--- src/rtl/core/anc_pkg.sv ---
package anc_pkg;

  // field widths
  localparam int SAMPLE_W = 16;
  localparam int STEP_W   = 16;
  localparam int POS_W    = 7;
  localparam int CODE_W   = 4;
  localparam int LIDX_W   = 8;
  localparam int ACT_W    = 2;

  // stream packing
  localparam int IN_TDATA_W  = 48;
  localparam int IN_TUSER_W  = 3;
  localparam int OUT_TDATA_W = 32;

  localparam int OUT_CODE_LSB = 0;
  localparam int OUT_PRED_LSB = OUT_CODE_LSB + CODE_W;
  localparam int OUT_POS_LSB  = OUT_PRED_LSB + SAMPLE_W;
  localparam int OUT_USED_W   = OUT_POS_LSB + POS_W;

  // action codes
  localparam logic [ACT_W-1:0] ACT_SEED   = 2'd0;
  localparam logic [ACT_W-1:0] ACT_LOAD   = 2'd1;
  localparam logic [ACT_W-1:0] ACT_ENCODE = 2'd2;
  localparam logic [ACT_W-1:0] ACT_DECODE = 2'd3;

  localparam int STEP_TAB_DEPTH = 90;

  localparam logic [STEP_W-1:0] STEP_TAB [STEP_TAB_DEPTH] = '{
    16'd6,     16'd7,     16'd8,     16'd9,     16'd10,    16'd11,    16'd12,
    16'd13,    16'd14,    16'd16,    16'd17,    16'd19,    16'd21,    16'd23,
    16'd25,    16'd28,    16'd31,    16'd34,    16'd37,    16'd41,    16'd45,
    16'd50,    16'd55,    16'd60,    16'd66,    16'd73,    16'd80,    16'd88,
    16'd97,    16'd107,   16'd118,   16'd130,   16'd143,   16'd157,   16'd173,
    16'd190,   16'd209,   16'd230,   16'd253,   16'd279,   16'd307,   16'd337,
    16'd371,   16'd408,   16'd449,   16'd494,   16'd544,   16'd598,   16'd658,
    16'd724,   16'd796,   16'd876,   16'd963,   16'd1060,  16'd1166,  16'd1282,
    16'd1411,  16'd1552,  16'd1707,  16'd1878,  16'd2066,  16'd2272,  16'd2499,
    16'd2749,  16'd3024,  16'd3327,  16'd3660,  16'd4026,  16'd4428,  16'd4871,
    16'd5358,  16'd5894,  16'd6484,  16'd7132,  16'd7845,  16'd8630,  16'd9493,
    16'd10442, 16'd11487, 16'd12635, 16'd13899, 16'd15289, 16'd16818, 16'd18500,
    16'd20350, 16'd22385, 16'd24623, 16'd27086, 16'd29794, 16'd32767
  };

  function automatic logic [STEP_W-1:0] step_lookup(input logic [POS_W-1:0] idx);
    logic [STEP_W-1:0] val;
    if (int'(idx) < STEP_TAB_DEPTH) begin
      val = STEP_TAB[idx];
    end else begin
      val = STEP_TAB[STEP_TAB_DEPTH-1];
    end
    return val;
  endfunction

  // index move per code magnitude
  function automatic logic signed [4:0] adjust_of(input logic [2:0] mag);
    logic signed [4:0] adj;
    case (mag)
      3'd4:    adj = 5'sd1;
      3'd5:    adj = 5'sd3;
      3'd6:    adj = 5'sd6;
      3'd7:    adj = 5'sd9;
      default: adj = -5'sd1;
    endcase
    return adj;
  endfunction

endpackage

--- src/rtl/core/adpcm_nibble_codec_core.sv ---
// 4-bit adpcm codec with per-channel prediction and step-table index
//
// input stream (s_axis): one transaction carries one action on one channel;
//   tuser selects the action (seed, load, encode, decode) and the channel,
//   tdata carries sample, next sample, code and load index
// output stream (m_axis): one transaction per accepted input with the code
//   (encode only, zero otherwise), the new prediction and the new step index
//
// differences, absolute values, table search, division and accumulation run through
// one shared 20-bit add/subtract unit under a small sequencer; the block takes one
// transaction at a time and s_axis_tready_o is low while it works. the sequencer
// passes through: load PREP, DONE; decode PREP, ACC, DONE; encode PREP, ABS, DIV,
//   ACC, DONE; seed PREP, ABS, SEARCH, PICK, DONE, with at most 7 search probes
//   for 90 entries, one binary-search probe of the step table per cycle
// a new input can be taken in the cycle after the result is registered; a finished
// result may sit in the output register while the next item is processed
// if the receiver stalls, the result holds in the output register and the
// sequencer waits in its final state until that register frees up
// reset clears every channel's prediction and index to zero and empties the
// output register
module adpcm_nibble_codec_core #(
  parameter int CHANNELS     = 2,
  parameter int STEP_ENTRIES = 90
) (
  input  logic                               clk_i,
  input  logic                               rst_ni,
  input  logic                               s_axis_tvalid_i,
  output logic                               s_axis_tready_o,
  // sample [15:0], next_sample [31:16], code [35:32], load_index [43:36]
  input  logic [anc_pkg::IN_TDATA_W-1:0]     s_axis_tdata_i,
  // action [1:0], channel [2]
  input  logic [anc_pkg::IN_TUSER_W-1:0]     s_axis_tuser_i,
  output logic                               m_axis_tvalid_o,
  input  logic                               m_axis_tready_i,
  // code_out [3:0], prediction [19:4], step_index [26:20]
  output logic [anc_pkg::OUT_TDATA_W-1:0]    m_axis_tdata_o
);

  localparam int CH_W = (CHANNELS > 1) ? $clog2(CHANNELS) : 1;
  localparam int PW   = anc_pkg::POS_W;
  localparam int SW   = anc_pkg::STEP_W;
  localparam int AW   = 20;  // shared unit width

  localparam logic [PW-1:0] NUM_POS  = PW'(STEP_ENTRIES);
  localparam logic [PW-1:0] LAST_POS = PW'(STEP_ENTRIES - 1);

  // sequencer states
  localparam logic [2:0] ST_IDLE   = 3'd0;
  localparam logic [2:0] ST_PREP   = 3'd1;
  localparam logic [2:0] ST_ABS    = 3'd2;
  localparam logic [2:0] ST_SEARCH = 3'd3;
  localparam logic [2:0] ST_PICK   = 3'd4;
  localparam logic [2:0] ST_DIV    = 3'd5;
  localparam logic [2:0] ST_ACC    = 3'd6;
  localparam logic [2:0] ST_DONE   = 3'd7;

  // step table limited to the configured depth
  function automatic logic [SW-1:0] step_of(input logic [PW-1:0] idx);
    logic [PW-1:0] cidx;
    cidx = (idx >= NUM_POS) ? LAST_POS : idx;
    return anc_pkg::step_lookup(cidx);
  endfunction

  // control
  logic [2:0]       state_q;
  logic [1:0]       k_q;
  logic             out_valid_q;

  // per-channel state
  logic signed [15:0] pred_mem [CHANNELS];
  logic [PW-1:0]      pos_mem  [CHANNELS];

  // item payload
  logic [1:0]         act_q;
  logic [CH_W-1:0]    ch_q;
  logic signed [15:0] smp_q;
  logic signed [15:0] nxt_q;
  logic [3:0]         nib_q;
  logic [7:0]         lidx_q;

  // working registers
  logic [PW-1:0]        pos_q;
  logic [SW-1:0]        mag_q;
  logic signed [16:0]   nmag_q;
  logic signed [AW-1:0] diff_q;
  logic signed [AW-1:0] acc_q;
  logic [PW-1:0]        lo_q;
  logic [PW-1:0]        hi_q;

  // output register
  logic [3:0]         out_code_q;
  logic signed [15:0] out_pred_q;
  logic [PW-1:0]      out_pos_q;

  logic               s_fire;
  logic [CH_W-1:0]    ch_sel;
  logic               done_go;
  logic [1:0]         bit_sel;
  logic [PW-1:0]      mid;
  logic [SW-1:0]      step_rd;
  logic [SW-1:0]      pick_lo_step;
  logic [SW-1:0]      pick_hi_step;
  logic [16:0]        pair_sum;

  // shared add/subtract unit
  logic signed [AW-1:0] alu_a;
  logic signed [AW-1:0] alu_b;
  logic                 alu_sub;
  logic signed [AW-1:0] alu_sum;

  logic signed [8:0]  pos_next;
  logic [PW-1:0]      pos_clamped;
  logic signed [15:0] pred_sat;
  logic [3:0]         fin_code;
  logic signed [15:0] fin_pred;
  logic [PW-1:0]      fin_pos;

  assign s_axis_tready_o = (state_q == ST_IDLE);
  assign s_fire          = s_axis_tvalid_i && s_axis_tready_o;
  assign done_go         = (state_q == ST_DONE) && (!out_valid_q || m_axis_tready_i);

  // channels beyond the configured count share the last one
  assign ch_sel = (int'(s_axis_tuser_i[2]) >= CHANNELS) ? CH_W'(CHANNELS - 1)
                                                        : CH_W'(s_axis_tuser_i[2]);

  assign bit_sel  = 2'd2 - k_q;
  assign mid      = PW'(({1'b0, lo_q} + {1'b0, hi_q}) >> 1);
  assign step_rd  = step_of(pos_mem[ch_q]);
  assign pick_lo_step = step_of(lo_q - PW'(1));
  assign pick_hi_step = step_of(lo_q);
  assign pair_sum = {1'b0, pick_lo_step} + {1'b0, pick_hi_step};

  always_comb begin
    alu_a   = '0;
    alu_b   = '0;
    alu_sub = 1'b0;
    case (state_q)
      ST_PREP: begin
        // seed: next - sample, encode: sample - prediction
        alu_sub = 1'b1;
        if (act_q == anc_pkg::ACT_SEED) begin
          alu_a = {{4{nxt_q[15]}}, nxt_q};
          alu_b = {{4{smp_q[15]}}, smp_q};
        end else begin
          alu_a = {{4{smp_q[15]}}, smp_q};
          alu_b = {{4{pred_mem[ch_q][15]}}, pred_mem[ch_q]};
        end
      end
      ST_ABS: begin
        alu_a   = '0;
        alu_b   = diff_q;
        alu_sub = diff_q[AW-1];
      end
      ST_SEARCH: begin
        alu_a   = diff_q;
        alu_b   = {4'b0, step_of(mid)};
        alu_sub = 1'b1;
      end
      ST_PICK: begin
        // lower entry wins when 2*diff <= step[lo-1] + step[lo]
        alu_a   = {3'b0, pair_sum};
        alu_b   = {diff_q[AW-2:0], 1'b0};
        alu_sub = 1'b1;
      end
      ST_DIV: begin
        alu_a   = diff_q;
        alu_b   = {4'b0, mag_q} << bit_sel;
        alu_sub = 1'b1;
      end
      ST_ACC: begin
        alu_a = acc_q;
        if (nib_q[bit_sel]) begin
          if (nib_q[3]) begin
            alu_b = $signed({{3{nmag_q[16]}}, nmag_q}) >>> k_q;
          end else begin
            alu_b = {4'b0, mag_q} >> k_q;
          end
        end
      end
      default: begin
        alu_a = '0;
      end
    endcase
  end

  assign alu_sum = alu_a + (alu_sub ? ~alu_b : alu_b) + {{(AW-1){1'b0}}, alu_sub};

  // final update of position and prediction
  assign pos_next = $signed({2'b0, pos_q}) + 9'(anc_pkg::adjust_of(nib_q[2:0]));

  always_comb begin
    if (pos_next < 9'sd0) begin
      pos_clamped = '0;
    end else if (pos_next > 9'sd7) begin
      pos_clamped = PW'(7);
    end else begin
      pos_clamped = pos_next[PW-1:0];
    end

    if (acc_q > 20'sd32767) begin
      pred_sat = 16'sh7fff;
    end else if (acc_q < -20'sd32768) begin
      pred_sat = 16'sh8000;
    end else begin
      pred_sat = acc_q[15:0];
    end

    fin_code = '0;
    case (act_q)
      anc_pkg::ACT_SEED: begin
        fin_pred = smp_q;
        fin_pos  = lo_q;
      end
      anc_pkg::ACT_LOAD: begin
        fin_pred = smp_q;
        fin_pos  = (lidx_q > {1'b0, LAST_POS}) ? LAST_POS : lidx_q[PW-1:0];
      end
      anc_pkg::ACT_ENCODE: begin
        fin_code = nib_q;
        fin_pred = pred_sat;
        fin_pos  = pos_clamped;
      end
      default: begin
        fin_pred = pred_sat;
        fin_pos  = pos_clamped;
      end
    endcase
  end

  // sequencer, channel state and output valid
  always_ff @(posedge clk_i or negedge rst_ni) begin
    if (!rst_ni) begin
      state_q     <= ST_IDLE;
      k_q         <= '0;
      out_valid_q <= 1'b0;
      for (int i = 0; i < CHANNELS; i++) begin
        pred_mem[i] <= '0;
        pos_mem[i]  <= '0;
      end
    end else begin
      if (m_axis_tready_i && !done_go) begin
        out_valid_q <= 1'b0;
      end
      case (state_q)
        ST_IDLE: begin
          if (s_fire) begin
            state_q <= ST_PREP;
          end
        end
        ST_PREP: begin
          k_q <= '0;
          case (act_q)
            anc_pkg::ACT_LOAD:   state_q <= ST_DONE;
            anc_pkg::ACT_DECODE: state_q <= ST_ACC;
            default:             state_q <= ST_ABS;
          endcase
        end
        ST_ABS: begin
          state_q <= (act_q == anc_pkg::ACT_SEED) ? ST_SEARCH : ST_DIV;
        end
        ST_SEARCH: begin
          if (lo_q == hi_q) begin
            state_q <= ST_PICK;
          end
        end
        ST_PICK: begin
          state_q <= ST_DONE;
        end
        ST_DIV: begin
          if (k_q == 2'd2) begin
            k_q     <= '0;
            state_q <= ST_ACC;
          end else begin
            k_q <= k_q + 2'd1;
          end
        end
        ST_ACC: begin
          if (k_q == 2'd2) begin
            k_q     <= '0;
            state_q <= ST_DONE;
          end else begin
            k_q <= k_q + 2'd1;
          end
        end
        ST_DONE: begin
          if (done_go) begin
            pred_mem[ch_q] <= fin_pred;
            pos_mem[ch_q]  <= fin_pos;
            out_valid_q    <= 1'b1;
            state_q        <= ST_IDLE;
          end
        end
        default: begin
          state_q <= ST_IDLE;
        end
      endcase
    end
  end

  // datapath registers
  always_ff @(posedge clk_i) begin
    case (state_q)
      ST_IDLE: begin
        if (s_fire) begin
          act_q  <= s_axis_tuser_i[1:0];
          ch_q   <= ch_sel;
          smp_q  <= s_axis_tdata_i[15:0];
          nxt_q  <= s_axis_tdata_i[31:16];
          nib_q  <= s_axis_tdata_i[35:32];
          lidx_q <= s_axis_tdata_i[43:36];
        end
      end
      ST_PREP: begin
        diff_q <= alu_sum;
        pos_q  <= pos_mem[ch_q];
        acc_q  <= {{4{pred_mem[ch_q][15]}}, pred_mem[ch_q]};
        mag_q  <= step_rd;
        nmag_q <= -$signed({1'b0, step_rd});
        lo_q   <= '0;
        hi_q   <= NUM_POS;
        if (act_q == anc_pkg::ACT_ENCODE) begin
          nib_q <= '0;
        end
      end
      ST_ABS: begin
        if (act_q == anc_pkg::ACT_ENCODE) begin
          // remainder starts at 4*|d|, sign goes to the code
          diff_q   <= {alu_sum[AW-3:0], 2'b00};
          nib_q[3] <= diff_q[AW-1];
        end else begin
          diff_q <= alu_sum;
        end
      end
      ST_SEARCH: begin
        if (lo_q != hi_q) begin
          // step[mid] < |d| when the difference is strictly positive
          if (!alu_sum[AW-1] && (alu_sum != '0)) begin
            lo_q <= mid + PW'(1);
          end else begin
            hi_q <= mid;
          end
        end
      end
      ST_PICK: begin
        if (lo_q == '0) begin
          lo_q <= '0;
        end else if (lo_q >= NUM_POS) begin
          lo_q <= LAST_POS;
        end else if (!alu_sum[AW-1]) begin
          lo_q <= lo_q - PW'(1);
        end
      end
      ST_DIV: begin
        if (!alu_sum[AW-1]) begin
          diff_q         <= alu_sum;
          nib_q[bit_sel] <= 1'b1;
        end
      end
      ST_ACC: begin
        acc_q <= alu_sum;
      end
      ST_DONE: begin
        if (done_go) begin
          out_code_q <= fin_code;
          out_pred_q <= fin_pred;
          out_pos_q  <= fin_pos;
        end
      end
      default: begin
        acc_q <= acc_q;
      end
    endcase
  end

  assign m_axis_tvalid_o = out_valid_q;
  assign m_axis_tdata_o  = {(anc_pkg::OUT_TDATA_W - anc_pkg::OUT_USED_W)'(0),
                            out_pos_q, out_pred_q, out_code_q};

endmodule

--- config.mk ---
export PLATFORM = sky130hd
export DESIGN_NAME = adpcm_nibble_codec_core
export DESIGN_NICKNAME = d
export VERILOG_FILES = /design/src/rtl/core/anc_pkg.sv /design/src/rtl/core/adpcm_nibble_codec_core.sv
export SDC_FILE = /design/constraint.sdc
export NUM_CORES = 1
export LEC_CHECK = 0
export BUFFER_PORTS_ARGS = -buffer_cell sky130_fd_sc_hd__buf_2
export CAP_MARGIN = 0
export CORE_MARGIN = 10
export CORE_UTILIZATION = 53
export CTS_CLUSTER_DIAMETER = 150
export CTS_CLUSTER_SIZE = 20
export DETAILED_ROUTE_END_ITERATION = 10
export PLACE_DENSITY = 0.7
export SETUP_SLACK_MARGIN = 0.4
export SLEW_MARGIN = 20
export SYNTH_ARGS = -nofsm -noshare
export SYNTH_HDL_FRONTEND = slang
export SYNTH_SLANG_ARGS = --single-unit
export TNS_END_PERCENT = 50
--- constraint.sdc ---
create_clock -name clk_i -period 19.8 [get_ports clk_i]
set_input_delay 0.99 -clock clk_i [delete_from_list [all_inputs] [get_ports clk_i]]
set_output_delay 0.99 -clock clk_i [all_outputs]
set_load 0.05 [all_outputs]
==> results of run 1 <==
## metal layers
metal / share of wire, % / track usage (%) / vias up
met3: 12 / 6.17 / 206
li1: - / - / 9433
met5: 0.017 / 0 / -
met1: 41 / 41.9 / 9973
met4: 3.8 / 10.2 / 2
met2: 43 / 46.1 / 1547
## state kept, by name, indices dropped and copies added, names as in the netlist, 14 cells and up
signal,count
mag_q,14
nmag_q,17
acc_q,20
smp_q,16
pos_mem,14
pred_mem,32
nxt_q,16
out_pred_q,16
diff_q,20
## cell families (layout without fill, tap and decap cells)
family / Yosys count / after routing / share of synthesized area, %
XOR/XNOR: 85 / 85 / 3.67
buffers and inverters: 289 / 266 / 5.52
other: 1 / 6 / 0.0183
flip-flops: 218 / 218 / 30.7
AO/OA/AOI/OAI: 939 / 939 / 29.6
adder cells (fa/ha/maj): 122 / 122 / 7.61
AND/OR/NAND/NOR: 792 / 792 / 16.9
multiplexers: 104 / 104 / 6.02
## final cells by class
cell class | count | area [sq um]
timing repair buffer | 146 | 906
antenna | 1 | 2.50
sequential | 218 | 6290
fill | 3552 | 16100
inverter | 96 | 360
multi-input combinational | 2047 | 13100
tap | 511 | 639
clock buffer | 23 | 405
clock inverter | 1 | 3.75
## critical path: cells and delay by family (launching register included)
kind | cells | cell delay (ns)
buffers and inverters | 3 | 0.74
flip-flops | 1 | 0.39
AO/OA/AOI/OAI | 26 | 5.33
AND/OR/NAND/NOR | 6 | 1.83
adder cells (fa/ha/maj) | 4 | 1.89
XOR/XNOR | 2 | 0.33
## final timing paths
kind                                   start           end
worst max-delay path                 lo_q[1]       lo_q[3]
worst min-delay path            pred_mem[13]  pred_mem[13]
worst max register to register       lo_q[1]       lo_q[3]
worst min register to register  pred_mem[13]  pred_mem[13]
max in group asynchronous             rst_ni    pos_mem[0]
min in group asynchronous             rst_ni  pred_mem[23]
## per-stage QoR
stage,hold slack [ns],util [%]
floorplan,0.444,-
global placement,0.457,56.2
detailed placement,0.471,56.2
CTS,0.489,57.3
global route,0.507,57.4
finish,0.485,57.4
## Yosys cell counts, types with 23 or more instances
| library cell | n |
|---|---|
| dfrtp_1 | 52 |
| ha_1 | 118 |
| nand2_1 | 316 |
| xnor2_1 | 59 |
| a21o_1 | 23 |
| edfxtp_1 | 166 |
| o211ai_1 | 48 |
| nand3_1 | 39 |
| a31oi_1 | 30 |
| o21ai_0 | 258 |
| nor3_1 | 45 |
| a211oi_1 | 35 |
| mux2_2 | 29 |
| xor2_1 | 25 |
| mux2i_1 | 62 |
| clkbuf_1 | 156 |
| inv_1 | 93 |
| nor2_1 | 265 |
| a221oi_1 | 46 |
| a21oi_1 | 266 |
==> summary.md, run 1 <==
| Metric | Value |
|---|---|
| Via count | 21200 |
| Cells on worst reg2reg path | 41 |
| Final Non-Filler Cells | 3043 |
| Yosys warns | 0 |
| Final Hold Fails | 0 |
| Fin area | 21700 sq um |
| WP data required | 19.94 ns |
| CP max stage cell | ha_1 |
| Post-DR vias/cell | 6.95 |
| Area Growth Syn to Fin | 6.10% |
| Max-slew violation count | 0 |
| FP Rows | 71 |
| Leading area contributor after synthesis | edfxtp_1 |
| R2R setup slack | 8.93 ns |
| # Post-CTS Setup Buffers | 0 |
| Hpwl dp | 54.5 mm |
| Pre-antenna DRT Iters | 9 |
| Slew @ Worst Pin | 1.00 ns |
| WP data arrival | 11.00 ns |
| Starting Density | 54.1% |
| GP Congestion | 1.01 |
| Seq/Total Area, Yosys | 30.7% |
| Synth area leaders | edfxtp_1, ha_1, a21oi_1 |
| Fin crit share | 54.9% |
| Htree depth | 1 |
| Synth top area share | 24.4% |
| Routed wire per std cell | 24.6 um |
| Total core area | 37800 sq um |
| Cells after Synth | 2550 |
| Post-layout minimum cycle time | 10.87 ns |
| Bufs on Longest Clock Path | 3 |
| Pin count of the biggest net entering global routing | 53 |
| Worst Hold Depth | 2 |
| Critical Path Most Common Cell | a21oi_1 |
| Top FF cell, synth | edfxtp_1 |
| First-pass GRT wire length | 115 mm |
| Die Wd | 216 um |
| Die footprint | 46900 sq um |
| Fin nets | 2700 |
| Total global routing overflow | 0 |
| Max Freq | 0.0920 GHz |
| Cell area after synthesis | 20500 sq um |
| Hold WC Path Type | reg2reg |
| Final setup margin | 8.93 ns |
| Antenna viol nets, final | 0 |
| Die height | 216 um |
| Post-Route WL | 74.9 mm |
| Total Neg Setup Slack | 0 ns |
| Gr usage total | 30.3% |
| Placed cell areas | 21300 sq um |
| #FFs+latches synth | 218 |
| Drc violations | 0 |
| PortBufs | 79 |
| RSZ-0062 raised after global routing | no |
| Placed Cells incl. Taps | 3017 |
| Number of global-route vias before repair | 19400 |
| Clock tree from TritonCTS | done |
| Clock transition at path regs | 0.10 ns |
| # IOs | 89 |
| First-iteration detailed-routing DRC count | 3484 |
| Status | completed |
| CTS root buf | clkbuf_16 |
| Pre-CTS WS | 9.29 ns |
| Commonest non-fill, non-tap cell in the layout | nand2_1 |
| Antenna violations before repair | 2 |
| Most frequent cells in the layout | nand2_1, a21oi_1, nor2_1 |
| CTS Buf Count | 14 |
| Post-synthesis async set-or-reset flop share | 23.9% |
| Share of layout cells above drive strength 1 | 9.64% |
| Slew headroom | 31.2% |
| CTS Hold Bufs | 0 |
| CP Capture Type | flip-flop |
| CP Launch Type | flip-flop |
| Slowest stage delay, CP | 0.62 ns |
| Synth cell types | 96 |
| EDFF count, synth | 166 |
| TritonCTS Sinks | 218 |
| Clk_lat worst skew | 0.49 ns |
| Final setup vio count | 0 |
| Worst clock skew | 0.0276 ns |
| Max_cap viols | 0 |
| Post-CTS resize count | 0 |
| Syn Area/Cell | 8.02 sq um |
| Crit Path Category | reg2reg |
| CP Max Fanout | 16 |
Power of run 1 is not shown: default switching activity piles up to over one toggle a cycle in this logic, so the estimate is an artifact.
==> run 2, diff against run 1 <==
--- a/config.mk
+++ b/config.mk
@@ -12,7 +12,7 @@
 export CTS_CLUSTER_DIAMETER = 150
 export CTS_CLUSTER_SIZE = 20
 export DETAILED_ROUTE_END_ITERATION = 10
-export PLACE_DENSITY = 0.7
+export PLACE_DENSITY = 0.73
 export SETUP_SLACK_MARGIN = 0.4
 export SLEW_MARGIN = 20
 export SYNTH_ARGS = -nofsm -noshare
==> constraint.sdc (replaced) <==
create_clock -name clk_i -period 8.9 [get_ports clk_i]
set_input_delay 0.445 -clock clk_i [delete_from_list [all_inputs] [get_ports clk_i]]
set_output_delay 0.445 -clock clk_i [all_outputs]
set_load 0.05 [all_outputs]
==> run 2 against run 1 <==
Compared with the run above: worst setup slack lost 8.3 ns; register-to-register slack got worse by 8.3 ns; die area is the same; via count is 3.3% higher; non-clock buffer count up 107; routed wire length rose by 6.2%; utilization grew 2.8 points; largest cell class unchanged.
==> summary.md, run 2 (synthesis gave the netlist of run 1 again) <==
| Metric | Value |
|---|---|
| Slew @ Worst Pin | 1.04 ns |
| Slew headroom | 30.4% |
| Fin crit share | 93.2% |
| Pre-antenna DRT Iters | 10 |
| CP max stage cell | edfxtp_1 |
| Area Growth Syn to Fin | 11.2% |
| WP data required | 9.06 ns |
| Gr usage total | 32.2% |
| RSZ-0062 raised after global routing | no |
| Max-slew violation count | 0 |
| Via count | 21900 |
| Clock transition at path regs | 0.09 ns |
| Largest register FFs | 32 |
| Share of layout cells above drive strength 1 | 15.1% |
| Fin nets | 2807 |
| Pin count of the biggest net entering global routing | 53 |
| Final Hold Fails | 0 |
| Number of global-route vias before repair | 20300 |
| Commonest non-fill, non-tap cell in the layout | nand2_1 |
| CP Launch Type | flip-flop |
| Clk_lat worst skew | 0.48 ns |
| WP data arrival | 8.46 ns |
| Slowest stage delay, CP | 0.53 ns |
| # IOs | 89 |
| Routed wire per std cell | 25.3 um |
| R2R setup slack | 0.60 ns |
| Cells on worst reg2reg path | 36 |
| Total Neg Setup Slack | 0 ns |
| Total global routing overflow | 0 |
| Starting Density | 54.1% |
| Post-Route WL | 79.5 mm |
| Largest registers | pred_mem: 32 flops, acc_q: 20 flops, diff_q: 20 flops |
| Crit Path Category | reg2reg |
| Final Util | 60.1% |
| CTS root buf | clkbuf_16 |
| Post-layout minimum cycle time | 8.30 ns |
| Bufs on Longest Clock Path | 3 |
| First-iteration detailed-routing DRC count | 3610 |
| GP Congestion | 1.05 |
| Hpwl dp | 59.4 mm |
| Critical Path Most Common Cell | o21bai_1 |
| CTS Hold Bufs | 0 |
| Die height | 216 um |
| Most frequent cells in the layout | nand2_1, nor2_1, a21oi_1 |
| Worst clock skew | 0.0156 ns |
| Max_cap viols | 0 |
| Hold WC Path Type | in2async |
| Die footprint | 46900 sq um |
| Antenna violations before repair | 0 |
| Max Freq | 0.121 GHz |
| N_diodes | 0 |
| CP Max Fanout | 21 |
| Status | completed |
| Total core area | 37800 sq um |
| Clock tree from TritonCTS | done |
| Reg-to-reg startpoint | lo_q[2] |
| Top reg by flops | pred_mem |
| Antenna viol nets, final | 0 |
| CP Capture Type | flip-flop |
| Reg-to-reg endpoint | lo_q[3] |
| First-pass GRT wire length | 121 mm |
| Die Wd | 216 um |
| Post-DR vias/cell | 6.94 |
| TritonCTS Sinks | 218 |
| Htree depth | 1 |
| Drc violations | 0 |
| FP Rows | 71 |
| Final setup vio count | 0 |
| CTS Buf Count | 14 |
| PortBufs | 79 |
## run 2: worst max path at each step
stage | from | end | slack [ns] | cells past startpoint
finish | lo_q[2] | lo_q[3] | 0.60 | 36
global route | lo_q[1] | lo_q[1] | 0.29 | 40
CTS | lo_q[1] | lo_q[3] | 0.43 | 42
detailed placement | lo_q[1] | hi_q[3] | 0.06 | 42
global placement | lo_q[1] | hi_q[3] | 0.31 | 41
floorplan | lo_q[1] | hi_q[0] | 0.42 | 42
## run 2: critical path, delay by kind of cell (launching register included)
family                   cells  cell delay [ns]
AND/OR/NAND/NOR              8             1.77
buffers and inverters        3             0.69
AO/OA/AOI/OAI               22             4.12
adder cells (fa/ha/maj)      2             0.67
flip-flops                   1             0.53
XOR/XNOR                     1             0.20
## run 2: metal layers
| layer | global-route usage, % | share of wire (%) |
|---|---|---|
| met1 | 43.8 | 40 |
| met2 | 49.8 | 45 |
| met3 | 5.32 | 11 |
| met4 | 13.3 | 4.8 |
| met5 | 0 | 0 |
## run 2: area by class of cell
class	count	area [sq um]
multi-input cells	2047	13300
well taps	511	639
clock buffers	22	402
repair buffers	253	1730
fillers	3367	15100
flip-flops and latches	218	6290
clock inverters	1	3.75
inverters	96	364
## run 2: metrics by stage
step	setup WS, ns	cell area (sq um)	hold slack [ns]	std cells
6_report	0.601	22800	0.105	3148
5_1_grt	0.286	22800	0.132	3148
4_1_cts	0.431	22500	0.122	3138
3_5_place_dp	0.0648	22100	0.471	3114
3_3_place_gp	0.311	22100	0.458	3114
2_1_floorplan	0.420	20500	0.149	2554
## run 2: timing repair
item | in CTS | in global routing
setup buffers | 1 | 10
setup endpoints to repair | 38 | 44
gates cloned | 0 | 0
pin swaps | 2 | 14
gates resized for setup | 11 | 47
Power of run 2 is left out for the same reason.
